===== config.mk =====
export PLATFORM = sky130hd
export DESIGN_NAME = pnf_pole
export DESIGN_NICKNAME = d
export VERILOG_FILES = /design/src/rtl/pnf_pkg.sv /design/src/rtl/pnf_pole.sv
export SDC_FILE = /design/constraint.sdc
export NUM_CORES = 2
export LEC_CHECK = 0
export ABC_CLOCK_PERIOD_IN_PS = 15200
export BUFFER_PORTS_ARGS = -buffer_cell sky130_fd_sc_hd__buf_4
export CAP_MARGIN = 20
export CELL_PAD_IN_SITES_DETAIL_PLACEMENT = 2
export CELL_PAD_IN_SITES_GLOBAL_PLACEMENT = 2
export CORE_MARGIN = 2
export CORE_UTILIZATION = 35
export DETAILED_ROUTE_END_ITERATION = 8
export PLACE_DENSITY = 0.73
export SYNTH_ARGS = -nofsm -noshare
export SYNTH_HDL_FRONTEND = slang
export SYNTH_SLANG_ARGS = --single-unit

===== constraint.sdc =====
create_clock -name vclk -period 15.2
set_input_delay 0.76 -clock vclk [all_inputs]
set_output_delay 0.76 -clock vclk [all_outputs]
set_load 0.03 [all_outputs]

===== src/rtl/pnf_pkg.sv =====
// Shared constants and types for the pink noise filter with sample and hold.
package pnf_pkg;

   // Default number of voices and the fixed field widths.
   localparam int VOICES_DEFAULT = 8;
   localparam int VOICE_W        = 3;
   localparam int SAMPLE_W       = 16;
   localparam int PINK_W         = 23;
   localparam int POLE_W         = 32;
   localparam int CSR_DATA_W     = 16;
   localparam int CSR_INDEX_W    = 1;

   // Filter constants are in Q.24 and held in a signed container.
   localparam int COEF_W      = 26;
   localparam int FRAC_SHIFT  = 24;
   localparam int DRIVE_SHIFT = 9;
   localparam int PINK_SHIFT  = 15;
   localparam int HOLD_SHIFT  = 15;
   localparam int WG_W        = SAMPLE_W + COEF_W;
   localparam int HOLD_PROD_W = SAMPLE_W + SAMPLE_W + 1;

   localparam logic signed [COEF_W-1:0] A_SLOW   = 26'sd16737790;
   localparam logic signed [COEF_W-1:0] A_MID    = 26'sd16156459;
   localparam logic signed [COEF_W-1:0] A_FAST   = 26'sd9563013;
   localparam logic signed [COEF_W-1:0] G_SLOW   = 26'sd1661716;
   localparam logic signed [COEF_W-1:0] G_MID    = 26'sd4974720;
   localparam logic signed [COEF_W-1:0] G_FAST   = 26'sd17661229;
   localparam logic signed [COEF_W-1:0] G_DIRECT = 26'sd3100430;

   localparam logic [CSR_DATA_W-1:0] HOLD_PERIOD_RESET = 16'd25100;
   localparam logic [CSR_DATA_W-1:0] HOLD_LEVEL_RESET  = 16'd16384;

   typedef enum logic [CSR_INDEX_W-1:0] {
      CSR_HOLD_PERIOD = 1'b0,
      CSR_HOLD_LEVEL  = 1'b1
   } csr_index_type;

   // One word of the per-voice state memory.
   typedef struct packed {
      logic signed [POLE_W-1:0]   slow;
      logic signed [POLE_W-1:0]   middle;
      logic signed [POLE_W-1:0]   fast;
      logic signed [SAMPLE_W-1:0] held;
   } voice_state_type;

endpackage


===== src/rtl/pnf_pole.sv =====
// One-pole section update: multiply, add the input drive, round and saturate.
module pnf_pole (
   input  logic signed [pnf_pkg::POLE_W-1:0] pole,
   input  logic signed [pnf_pkg::COEF_W-1:0] coef,
   input  logic signed [pnf_pkg::WG_W-1:0]   drive,
   output logic signed [pnf_pkg::POLE_W-1:0] pole_next
);

   localparam int PROD_W = pnf_pkg::POLE_W + pnf_pkg::COEF_W;
   localparam int ACC_W  = PROD_W + 1;
   localparam int SH_W   = ACC_W - pnf_pkg::FRAC_SHIFT;
   localparam logic signed [ACC_W-1:0] HALF =
      {{(ACC_W - pnf_pkg::FRAC_SHIFT){1'b0}}, 1'b1, {(pnf_pkg::FRAC_SHIFT - 1){1'b0}}};

   logic signed [PROD_W-1:0] feedback;
   logic signed [ACC_W-1:0]  acc;
   logic signed [SH_W-1:0]   shifted;
   logic [SH_W-pnf_pkg::POLE_W:0] top_bits;

   assign feedback = pole * coef;
   assign acc      = ACC_W'(feedback) + (ACC_W'(drive) <<< pnf_pkg::DRIVE_SHIFT) + HALF;
   assign shifted  = acc[ACC_W-1:pnf_pkg::FRAC_SHIFT];
   assign top_bits = shifted[SH_W-1:pnf_pkg::POLE_W-1];

   // The bits above the result's sign must all agree, else clamp.
   always_comb begin
      if ((&top_bits) || !(|top_bits)) begin
         pole_next = shifted[pnf_pkg::POLE_W-1:0];
      end else if (shifted[SH_W-1]) begin
         pole_next = {1'b1, {(pnf_pkg::POLE_W - 1){1'b0}}};
      end else begin
         pole_next = {1'b0, {(pnf_pkg::POLE_W - 1){1'b1}}};
      end
   end

endmodule


==> impl_table.tex <==
\begin{tabular}{lr}
\hline
Metric & Value \\
\hline
\multicolumn{2}{l}{\textbf{Run status}} \\
\quad Result of the run & finished, final reports clean \\
\multicolumn{2}{l}{\textbf{Drt}} \\
\quad Number of nets still failing antenna checks after routing & 0 \\
\quad Average wire per cell in the routed design & about 24 microns \\
\quad Number of DRC markers after the initial detailed-route iteration & 1026 \\
\quad DR DRC count & 0 \\
\quad Via density & 5.01 \\
\quad Number of search-and-repair iterations in the first detailed-routing pass & 5 \\
\quad Final wirelength & roughly 110000 microns \\
\quad Via count & 23700 \\
\multicolumn{2}{l}{\textbf{STA}} \\
\quad RSZ-0062 raised after global routing & false \\
\quad Period utilization & 65.3\% \\
\quad Slew of the pin with the lowest slew margin & approximately 1100 ps \\
\quad Total Neg Setup Slack & 0 ps \\
\quad Min Clock Period, post-route & roughly 9900 ps \\
\quad Worst slew margin & 24.7\% \\
\quad Final hold vios & 0 \\
\quad F\_max & 101 MHz \\
\quad Final number of max-transition violations & 0 \\
\quad Final setup violation count & 0 \\
\multicolumn{2}{l}{\textbf{Synth}} \\
\quad Combinational family with the most area after synthesis & adder cells \\
\quad Count of yosys warnings during synthesis & 0 \\
\quad Multiplexer fraction of the synthesized cell area & 0\% \\
\quad Seq/Total Area, Yosys & 0\% \\
\quad Top area cells in the synthesized netlist & fa\_1 58\%, inv\_1 13\%, ha\_1 7.0\%, and2\_1 6.3\%, nand2\_1 6.2\% \\
\quad Nets in the synthesized netlist & 4790 \\
\quad Average instance area after synthesis & around 8.9 sq um \\
\quad Area share of and/or/nand/nor cells after synthesis & 14.4\% \\
\quad Most area-hungry cell type in the Yosys netlist & fa\_1 \\
\quad Post-Synth XOR/XNOR Area & 1.10\% \\
\quad Number of distinct library cells after synthesis & 60 \\
\quad Adder-cell area share of the yosys netlist & 65.3\% \\
\quad Compound-cell area share of the yosys netlist & $\sim$4.3\% \\
\quad Post-synth top area share & between 50\% and 60\% \\
\quad Area of the mapped netlist & $\sim$32000 sq um \\
\quad Instance count of the mapped netlist & roughly 3600 \\
\multicolumn{2}{l}{\textbf{Hold path}} \\
\quad Worst Hold Class & in -> out \\
\quad Hold\_sp & coef[2] \\
\multicolumn{2}{l}{\textbf{Cells and area}} \\
\quad Area taken by flip-flops and latches & 0 sq um \\
\quad Number of nets in the layout & 4760 \\
\quad Antenna diode count & 0 \\
\quad Clock buf count & 0 \\
\quad Layout sequential cell count & 0 \\
\quad Share of layout cells above drive strength 1 & 4.25\% \\
\quad Area Overhead vs Synth & 5.80\% \\
\quad Non-filler cells, final & 4726 \\
\multicolumn{2}{l}{\textbf{Floorplanning}} \\
\quad Vert. Die Dim & 306 microns \\
\quad DIE AREA & slightly above 90000 sq um \\
\quad Std-Cell Core Area & 90100 sq um \\
\quad \# IOs & 132 \\
\quad Starting density of the core & 35.4\% \\
\quad Row count & 110 \\
\quad DIE WIDTH & between 300 and 400 microns \\
\multicolumn{2}{l}{\textbf{Setup path}} \\
\quad Critical Setup Path Class & in -> out \\
\quad Setup crit start kind & primary input \\
\quad Largest fanout on the critical path & 32 \\
\quad Crit path from & coef[2] \\
\quad Data required time at the worst endpoint & 14440 ps \\
\quad CP arrival & 9170 ps \\
\quad Kind of capture point of the worst setup path & primary output \\
\multicolumn{2}{l}{\textbf{GRT}} \\
\quad GRT met3 Usage & less than 1\% \\
\quad Initial antenna violation count & 5 \\
\quad Global-route usage over all layers & 24.6\% \\
\quad Global-route congestion overflow total & 0 \\
\quad Wire length of the first global-routing pass & 175000 microns \\
\quad GRT met1 Usage & 30.8\% \\
\quad Largest net degree at the start of global routing & 33 \\
\quad Met2 usage & 47.2\% \\
\quad Global route hottest layer & met2 \\
\quad Via count of the first global-routing pass & around 29000 \\
\multicolumn{2}{l}{\textbf{Flow run}} \\
\quad Count of maximum capacitance violations & 0 \\
\multicolumn{2}{l}{\textbf{Clock network}} \\
\quad Number of gates resized after CTS & 0 \\
\quad Number of buffers inserted for hold repair after clock tree synthesis & 0 \\
\quad Setup Buffers After CTS & 0 \\
\multicolumn{2}{l}{\textbf{Placement}} \\
\quad Final HPWL from detailed placement & 91400 microns \\
\quad Gp weighted congestion & 0.837 \\
\quad Number of placed cells counting well taps & 4725 \\
\quad Port Buf Inserts & roughly 130 \\
\hline
\end{tabular}
worst max-delay path: stages:
cell and delay (ps):
buf_4 240, and2_1 250, fa_1 540, inv_1 70, fa_1 570, inv_1 70, fa_1 540, inv_1 60
fa_1 490, fa_1 590, inv_1 70, fa_1 490, inv_1 60, fa_1 530, inv_1 70, ha_1 320
a21oi_1 330, o21ai_0 180, a311oi_1 620, a21oi_1 290, o31ai_2 580, o21ai_0 190, a221oi_2 290, a22oi_2 80
buf_4 250, o32ai_1 350, buf_4 220
layout by cell type, fill, tap and decap left out, types with 9 or more instances in the layout:
master    count
inv_1      1086
fa_1        929
nand2_1     526
and2_1      322
ha_1        179
buf_4       136
a21oi_1      57
nor2_1       54
o21ai_0      37
o22ai_1      30
xnor2_1      26
nand4_1      18
a21o_1       16
xor2_1       14
nand3_1      11
a211oi_1      9
nor3_1        9
cells in the mapped netlist (all sizes together), types with 18 or more instances:
cell type  instances
buf               20
o21ai             39
nand2            526
nand4             18
nor2              54
ha               179
clkbuf           149
fa               929
o22ai             30
and2             322
xnor2             26
a21oi             57
inv             1087
worst paths after layout:
path / cells past startpoint / to / slack, ps
hold / removal: 9 / pole_next[3] / 3210
setup / recovery: 27 / pole_next[11] / 5270
logic make-up after synthesis:
group,Yosys count
buffers and inverters,1256
adders and majority gates,1108
and+or+nand+nor,967
xor gates and xnor gates,40
AOI/OAI and AO/OA,211
stage by stage:
| stage | instance area [sq um] | util, % | hold slack (ps) | setup WS [ps] |
|---|---|---|---|---|
| after global placement | 33700 | 37.4 | 3180 | 5130 |
| after global routing | 33800 | 37.4 | 3290 | 4890 |
| final | 33800 | 37.4 | 3210 | 5270 |
| after CTS | 33700 | 37.4 | 3190 | 4840 |
| after detailed placement | 33700 | 37.4 | 3190 | 4860 |
| after floorplan | 31900 | - | 2370 | 6280 |
routing by layer:
layer / part of all wire (%) / up-vias / wire length [microns]
met5: 0.034 / - / 38
met4: 2.4 / 6 / 2700
met3: 2.2 / 104 / 2510
met2: 55 / 381 / 61300
met1: 41 / 13100 / 45800
li1: - / 10000 / -
final cells by class:
class                      instances  area [sq um]
fill                           10000         56400
inverter                        1087          4080
multi-input combinational       2326         27200
tap                             1176          1470
timing repair buffer             137          1050
Power is not shown: default switching activity piles up to over one toggle a cycle in this logic, so the estimate is an artifact.
