`config.mk`:
```
export PLATFORM = sky130hd
export DESIGN_NAME = pnf_ram
export DESIGN_NICKNAME = d
export VERILOG_FILES = /design/src/rtl/pnf_ram.sv
export SDC_FILE = /design/constraint.sdc
export NUM_CORES = 1
export LEC_CHECK = 0
export CORE_UTILIZATION = 60
export DETAILED_ROUTE_END_ITERATION = 10
export DONT_BUFFER_PORTS = 1
export PLACE_DENSITY_LB_ADDON = 0.08
export SETUP_SLACK_MARGIN = 0.4
export SKIP_CTS_REPAIR_TIMING = 1
export SYNTH_ARGS = -nofsm -noshare
export SYNTH_HDL_FRONTEND = slang
export SYNTH_SLANG_ARGS = --single-unit
```
`constraint.sdc`:
```
create_clock -name clock -period 3.97 [get_ports clock]
set_clock_uncertainty 0.1 [all_clocks]
set_input_delay 0.794 -clock clock [delete_from_list [all_inputs] [get_ports clock]]
set_output_delay 0.794 -clock clock [all_outputs]
set_load 0.03 [all_outputs]
```
`src/rtl/pnf_ram.sv`:
```
// Generic single-port-write, single-port-read RAM with a registered read.
module pnf_ram #(
   parameter int WIDTH = 8,
   parameter int DEPTH = 8,
   localparam int ADDR_W = (DEPTH > 1) ? $clog2(DEPTH) : 1
) (
   input  logic              clock,
   input  logic              wr_en,
   input  logic [ADDR_W-1:0] wr_addr,
   input  logic [WIDTH-1:0]  wr_data,
   input  logic              rd_en,
   input  logic [ADDR_W-1:0] rd_addr,
   output logic [WIDTH-1:0]  rd_data
);

   logic [WIDTH-1:0] mem_ff [DEPTH];
   logic [WIDTH-1:0] rd_data_ff;

   // A read and a write to the same entry in one cycle return the old word.
   always_ff @(posedge clock) begin
      if (wr_en) begin
         mem_ff[wr_addr] <= wr_data;
      end
      if (rd_en) begin
         rd_data_ff <= mem_ff[rd_addr];
      end
   end

   assign rd_data = rd_data_ff;

endmodule

```
==> metrics.txt, run 1 <==
FP Rows=24; Post-Place Cells=roughly 160; period utilization=0.5090; Reg2Reg Depth=2; die area=between 4000 and 5000 um^2; total negative slack=0 ns; CP Launch Type=input port; H-tree depth=3; CP required=3.82 ns; first-pass GRT wire length=between 6 and 7 mm; initial core utilization=0.6321; clk sinks=72; Mapped Nets=about 130; Syn Std Cell Area=between 2000 and 3000 um^2; initial drt markers=just over 80; final hold violations=0; total gr overflow=0; maximum fanout along the worst path=8; Core Region=~4400 um^2; PwrDens=507.9 nW/um^2; vias in the first global route=approximately 1100; RSZ-0062 raised after global routing=no; Setup violations, final=0; CTS Root Cell=clkbuf_8; die height=around 70 um; post-route worst setup slack=1.949 ns; P&R area growth vs syn=8.126%; Non-Filler Instances=~180; Rel. slew slack=0.1733; Post-synth top cells=72 x edfxtp_1, 15 x mux4_1, 8 x mux2_2, 6 x nor2_1, 3 x nand2b_1; clock-pin slew on the worst setup and hold paths=0.07 ns; R2R setup slack=between 2 and 2.5 ns; Buf+Inv Stages, Crit Path=0; Netlist cell types=13; Top FF cell, synth=edfxtp_1; Max stage delay cell, worst path=nor3_1; most instantiated library cell after synthesis=edfxtp_1; Vias=1102; initial antenna violation count=0; RR Endpoint=rd_data[7]$_DFFE_PP_; leading area contributor after synthesis=edfxtp_1; port bufs=0; Global Route Usage Sum=0.1891; Yosys top cell area share=0.7801; Worst-Margin Slew=around 1.2 ns; status=complete, no violations; post-layout util=0.6835; maximum vdd ir drop=roughly 0.00036 V; Hold Startpoint=wr_data[7]; Yosys reg bits=72; Top delay family on crit path=simple AND/OR/NAND/NOR gates; I/O pin count=25; Fmax=a little under 500 MHz; Stages on worst setup path=2; worst min path class=in -> reg; Post-synth EDFFs=just over 70; Antenna diodes=0; DR vias/cell=between 6 and 7; DP Wirelength=~2.5 mm; Avg WL per Cell=around 23 um; Final nets=about 140; critical path endpoint category=register; Syn Inst Count=around 110; YS warnings=0; gpl congestion=0.7165; Static Leak=approximately 1 nW; DP Worst Slack=1.547 ns; TritonCTS clock tree=done; max_cap viols=0; Clk Latency, worst-skew pair=around 0.33 ns; top post-synthesis cells by area=edfxtp_1 78%, mux4_1 14%, mux2_2 3.3%, mux4_2 0.81%, nor2_1 0.81%; worst setup path end=mem_ff[0][1]$_DFFE_PP_; total area of multi-input combinational cells=565.5 um^2; async set-reset flop share out of synthesis=0; biggest cell delay along the critical path=~0.9 ns; Die Width=between 60 and 70 um; fin. max-slew vios=0; Sequential cell area=2162 um^2; share of layout cells above drive strength 1=0.1680; CTS Buf Count=9; Critical Path AT=about 1.9 ns; DRC errors left=0; first drt pass iteration count=4; crit-path cells=nand2b_1 -> nor3_1; clock tree buffer depth=2; critical path startpoint=wr_addr[2]; reg2reg start=mem_ff[1][7]$_DFFE_PP_; syn avg cell area=24.31 um^2; Final ANT Viol Nets=0; Final Critical Period=2.021 ns; drt total wl=between 4 and 5 mm; crit path kind=in -> reg; largest net degree at the start of global routing=17; register area share after synthesis=0.7801; fillers=between 200 and 300
-- cells by family after synthesis --
family / synth area share
buf+inv: 0.01580
flops: 0.7801
mux: 0.1828
simple gates: 0.02122
-- where the power goes --
part,internal [W],total [W],switching [W]
sequential,0.000869,0.000889,0.0000194
clock,0.000351,0.000590,0.000239
combinational,0.0000276,0.0000429,0.0000152
total,0.00125,0.00152,0.000273
-- layout by cell type, fill, tap and decap left out --
cell and instances:
clkbuf_1 3, nand2b_1 3, clkbuf_8 9, bufinv_16 2, nand2_1 2, edfxtp_1 72, clkinv_2 1, nor2_1 6
nor3_1 2, mux4_2 1, mux2_2 8, mux4_1 15, clkinv_1 1
-- registers in the layout, indices dropped and copies added, names as in the netlist --
signal	count
mem_ff	64
rd_data	8
-- worst min-delay path by stage --
stage                     cells after the start  slack (ns)                      to
final                                         0        0.45  mem_ff[7][7]$_DFFE_PP_
after global routing                          0        0.42  mem_ff[2][2]$_DFFE_PP_
after CTS                                     0        0.44  mem_ff[7][7]$_DFFE_PP_
after detailed placement                      2        0.64    rd_data[1]$_DFFE_PP_
after global placement                        2        0.63    rd_data[5]$_DFFE_PP_
after floorplan                               2        0.62    rd_data[1]$_DFFE_PP_
-- layout make-up --
class	instances	area share
flip-flops and latches	72	0.7215
multi-input cells	37	0.1887
clock buffers	12	0.04509
clock inverters	4	0.02296
well taps	52	0.02171
-- metal layers --
| layer | routed length (um) | track usage | part of all wire |
|---|---|---|---|
| met5 | 0 | 0 | 0 |
| met4 | 27 | 0.06667 | 0.0067 |
| met3 | 166 | 0.07792 | 0.041 |
| met2 | 2001 | 0.2756 | 0.49 |
| met1 | 1848 | 0.2624 | 0.46 |
-- stage by stage --
| stage | hold WS [ns] | power (W) | area [um^2] |
|---|---|---|---|
| final | 0.4527 | 0.001522 | 2997 |
| after global routing | 0.4241 | 0.001568 | 2997 |
| after CTS | 0.4374 | 0.001534 | 2997 |
| after detailed placement | 0.6416 | 0.0009496 | 2793 |
| after global placement | 0.6251 | 0.0009470 | 2793 |
| after floorplan | 0.6162 | 0.0009488 | 2771 |
(Power assumes the default switching activity.)
==> inputs of run 2 (changes only) <==
--- a/config.mk
+++ b/config.mk
@@ -5,7 +5,7 @@
 export SDC_FILE = /design/constraint.sdc
 export NUM_CORES = 1
 export LEC_CHECK = 0
-export CORE_UTILIZATION = 60
+export CORE_UTILIZATION = 56
 export DETAILED_ROUTE_END_ITERATION = 10
 export DONT_BUFFER_PORTS = 1
 export PLACE_DENSITY_LB_ADDON = 0.08
==> constraint.sdc (replaced) <==
create_clock -name clock -period 1.8 [get_ports clock]
set_clock_uncertainty 0.1 [all_clocks]
set_input_delay 0.36 -clock clock [delete_from_list [all_inputs] [get_ports clock]]
set_output_delay 0.36 -clock clock [all_outputs]
set_load 0.03 [all_outputs]
==> metrics.txt, run 2 (synthesis gave the netlist of run 1 again) <==
first-pass GRT wire length=6.699 mm (was 6.354 mm); Rel. slew slack=0.7978 (was 0.1733); I/O pin count=25 (unchanged); initial antenna violation count=0 (unchanged); P&R area growth vs syn=12.19% (was 8.126%); maximum vdd ir drop=0.0006639 V (was 0.0003644 V); fin. max-slew vios=0 (unchanged); critical path endpoint category=register (unchanged); Critical Path AT=1.46 ns (was 1.87 ns); initial core utilization=0.5829 (was 0.6321); clock-pin slew on the worst setup and hold paths=0.07 ns (about the same); Static Leak=1.004 nW (was 0.9788 nW); die height=72.35 um (was 69.97 um); CTS Buf Count=9 (unchanged); GRT met1 Usage=0.2467 (was 0.2624); share of layout cells above drive strength 1=0.3380 (was 0.1680); Largest register FFs=64 (unchanged); status=complete, no violations (unchanged); Worst-Margin Slew=0.3040 ns (was 1.231 ns); Core Region=4755 um^2 (was 4384 um^2); final hold violations=0 (unchanged); clock tree buffer depth=2 (unchanged); die area=5235 um^2 (was 4895 um^2); Buf+Inv Stages, Crit Path=0 (unchanged); most frequent cells in the layout=72 x edfxtp_1, 16 x mux4_2, 10 x buf_4 (was 72 x edfxtp_1, 15 x mux4_1, 9 x clkbuf_8); gpl congestion=0.7206 (was 0.7165); P_sw=0.0006370 W (was 0.0002734 W); fillers=352 (was 271); TritonCTS clock tree=done (unchanged); total gr overflow=0 (unchanged); clk sinks=72 (unchanged); Biggest register=mem_ff (unchanged); final instance area=3109 um^2 (was 2997 um^2); Global Route Usage Sum=0.1957 (was 0.1891); Top delay family on crit path=multiplexers (was simple AND/OR/NAND/NOR gates); Final Critical Period=roughly 1.5 ns; switching share of power=0.1949 (was 0.1796); PwrDens=1051 nW/um^2 (was 507.9 nW/um^2); Clk pwr share=0.356 (was 0.388); vias in the first global route=1218 (was 1139); crit path kind=reg -> reg (was in -> reg); biggest cell delay along the critical path=0.48 ns (was 0.90 ns); port bufs=0 (unchanged); RSZ-0062 raised after global routing=yes (was no); CTS Root Cell=clkbuf_8 (unchanged); Vias=1176 (was 1102); layer with the highest usage=met2 (unchanged); Setup violations, final=0 (unchanged); total negative slack=0 ns (unchanged); initial drt markers=72 (was 81); M2 GR Usage=0.3063 (was 0.2756); drt total wl=4.572 mm (was 4.044 mm); CP required=1.79 ns (was 3.82 ns); post-layout util=0.6539 (was 0.6835); Final nets=155 (was 137); Avg WL per Cell=21.88 um (was 22.85 um); Max stage delay cell, worst path=mux4_2 (was nor3_1); Final ANT Viol Nets=0 (unchanged); Clk Latency, worst-skew pair=0.33 ns (about the same); Fmax=slightly below 700 MHz; internal power=0.002632 W (was 0.001249 W); most common cell after layout, fill and taps aside=edfxtp_1 (unchanged); maximum fanout along the worst path=1 (was 8); CP Launch Type=register (was input port); DP Wirelength=2.743 mm (was 2.474 mm); DRC errors left=0 (unchanged); DR vias/cell=5.627 (was 6.226); Die Width=72.35 um (was 69.97 um); crit-path cells=mux4_2 -> mux2_4 (was nand2b_1 -> nor3_1); Antenna diodes=0 (unchanged); max_cap viols=0 (unchanged); period utilization=0.8205; largest net degree at the start of global routing=17 (unchanged); first drt pass iteration count=4 (unchanged); FP Rows=25 (was 24); H-tree depth=3 (unchanged); Comb power frac=0.043 (was 0.028); worst min path class=in -> reg (unchanged); placed cell areas=2863 um^2 (was 2793 um^2); Seq pwr share=0.600 (was 0.584); met3 Usage GRT=0.07500 (was 0.07792)
run 2: worst reg2reg max path, cell delays in order (launching register included):
cell and delay [ns]:
edfxtp_1 0.38, mux4_2 0.49, mux2_4 0.27
run 2: worst paths after layout:
path / to / from / slack [ns] / cells past startpoint
max: rd_data[4]$_DFFE_PP_ / mem_ff[7][4]$_DFFE_PP_ / 0.32 / 2
min: mem_ff[5][6]$_DFFE_PP_ / wr_data[6] / 0.02 / 0
max reg2reg: rd_data[4]$_DFFE_PP_ / mem_ff[7][4]$_DFFE_PP_ / 0.32 / 2
min reg2reg: rd_data[6]$_DFFE_PP_ / mem_ff[7][6]$_DFFE_PP_ / 0.66 / 2
run 2: layout make-up:
cell class	instances	area, um^2	share of cell area
well taps	67	83.83	0.02696
repair buffers	18	155.1	0.04990
flip-flops and latches	72	2162	0.6954
clock buffers	11	131.4	0.04225
multi-input cells	37	530.5	0.1706
clock inverters	4	46.29	0.01489
run 2: through the flow:
| step | total power [W] | worst slack [ns] | std cells | hold WS [ns] |
|---|---|---|---|---|
| 2_1_floorplan | 0.002101 | 0.1138 | 114 | 0.3589 |
| 3_3_place_gp | 0.002101 | 0.2975 | 186 | 0.3592 |
| 3_5_place_dp | 0.002108 | 0.2617 | 186 | 0.3591 |
| 4_1_cts | 0.003254 | 0.2877 | 201 | 0.001944 |
| 5_1_grt | 0.003362 | 0.2963 | 209 | 0.003370 |
| 6_report | 0.003269 | 0.3230 | 209 | 0.02049 |
run 2: routing by layer:
layer  vias to the layer above  part of all wire  routed length [um]
met5                         -                 0                   0
met4                         0             0.011                  51
met3                         8             0.054                 245
met2                        36              0.52                2373
met1                       610              0.42                1902
li1                        522                 -                   -
run 2: power by group through the flow:
| stage | clock network, W | logic [W] | registers [W] |
|---|---|---|---|
| floorplan | 0 | 0.000109 | 0.00199 |
| global placement | 0 | 0.000105 | 0.00200 |
| detailed placement | 0 | 0.000109 | 0.00200 |
| CTS | 0.00118 | 0.000110 | 0.00196 |
| global route | 0.00124 | 0.000152 | 0.00197 |
| finish | 0.00117 | 0.000142 | 0.00196 |
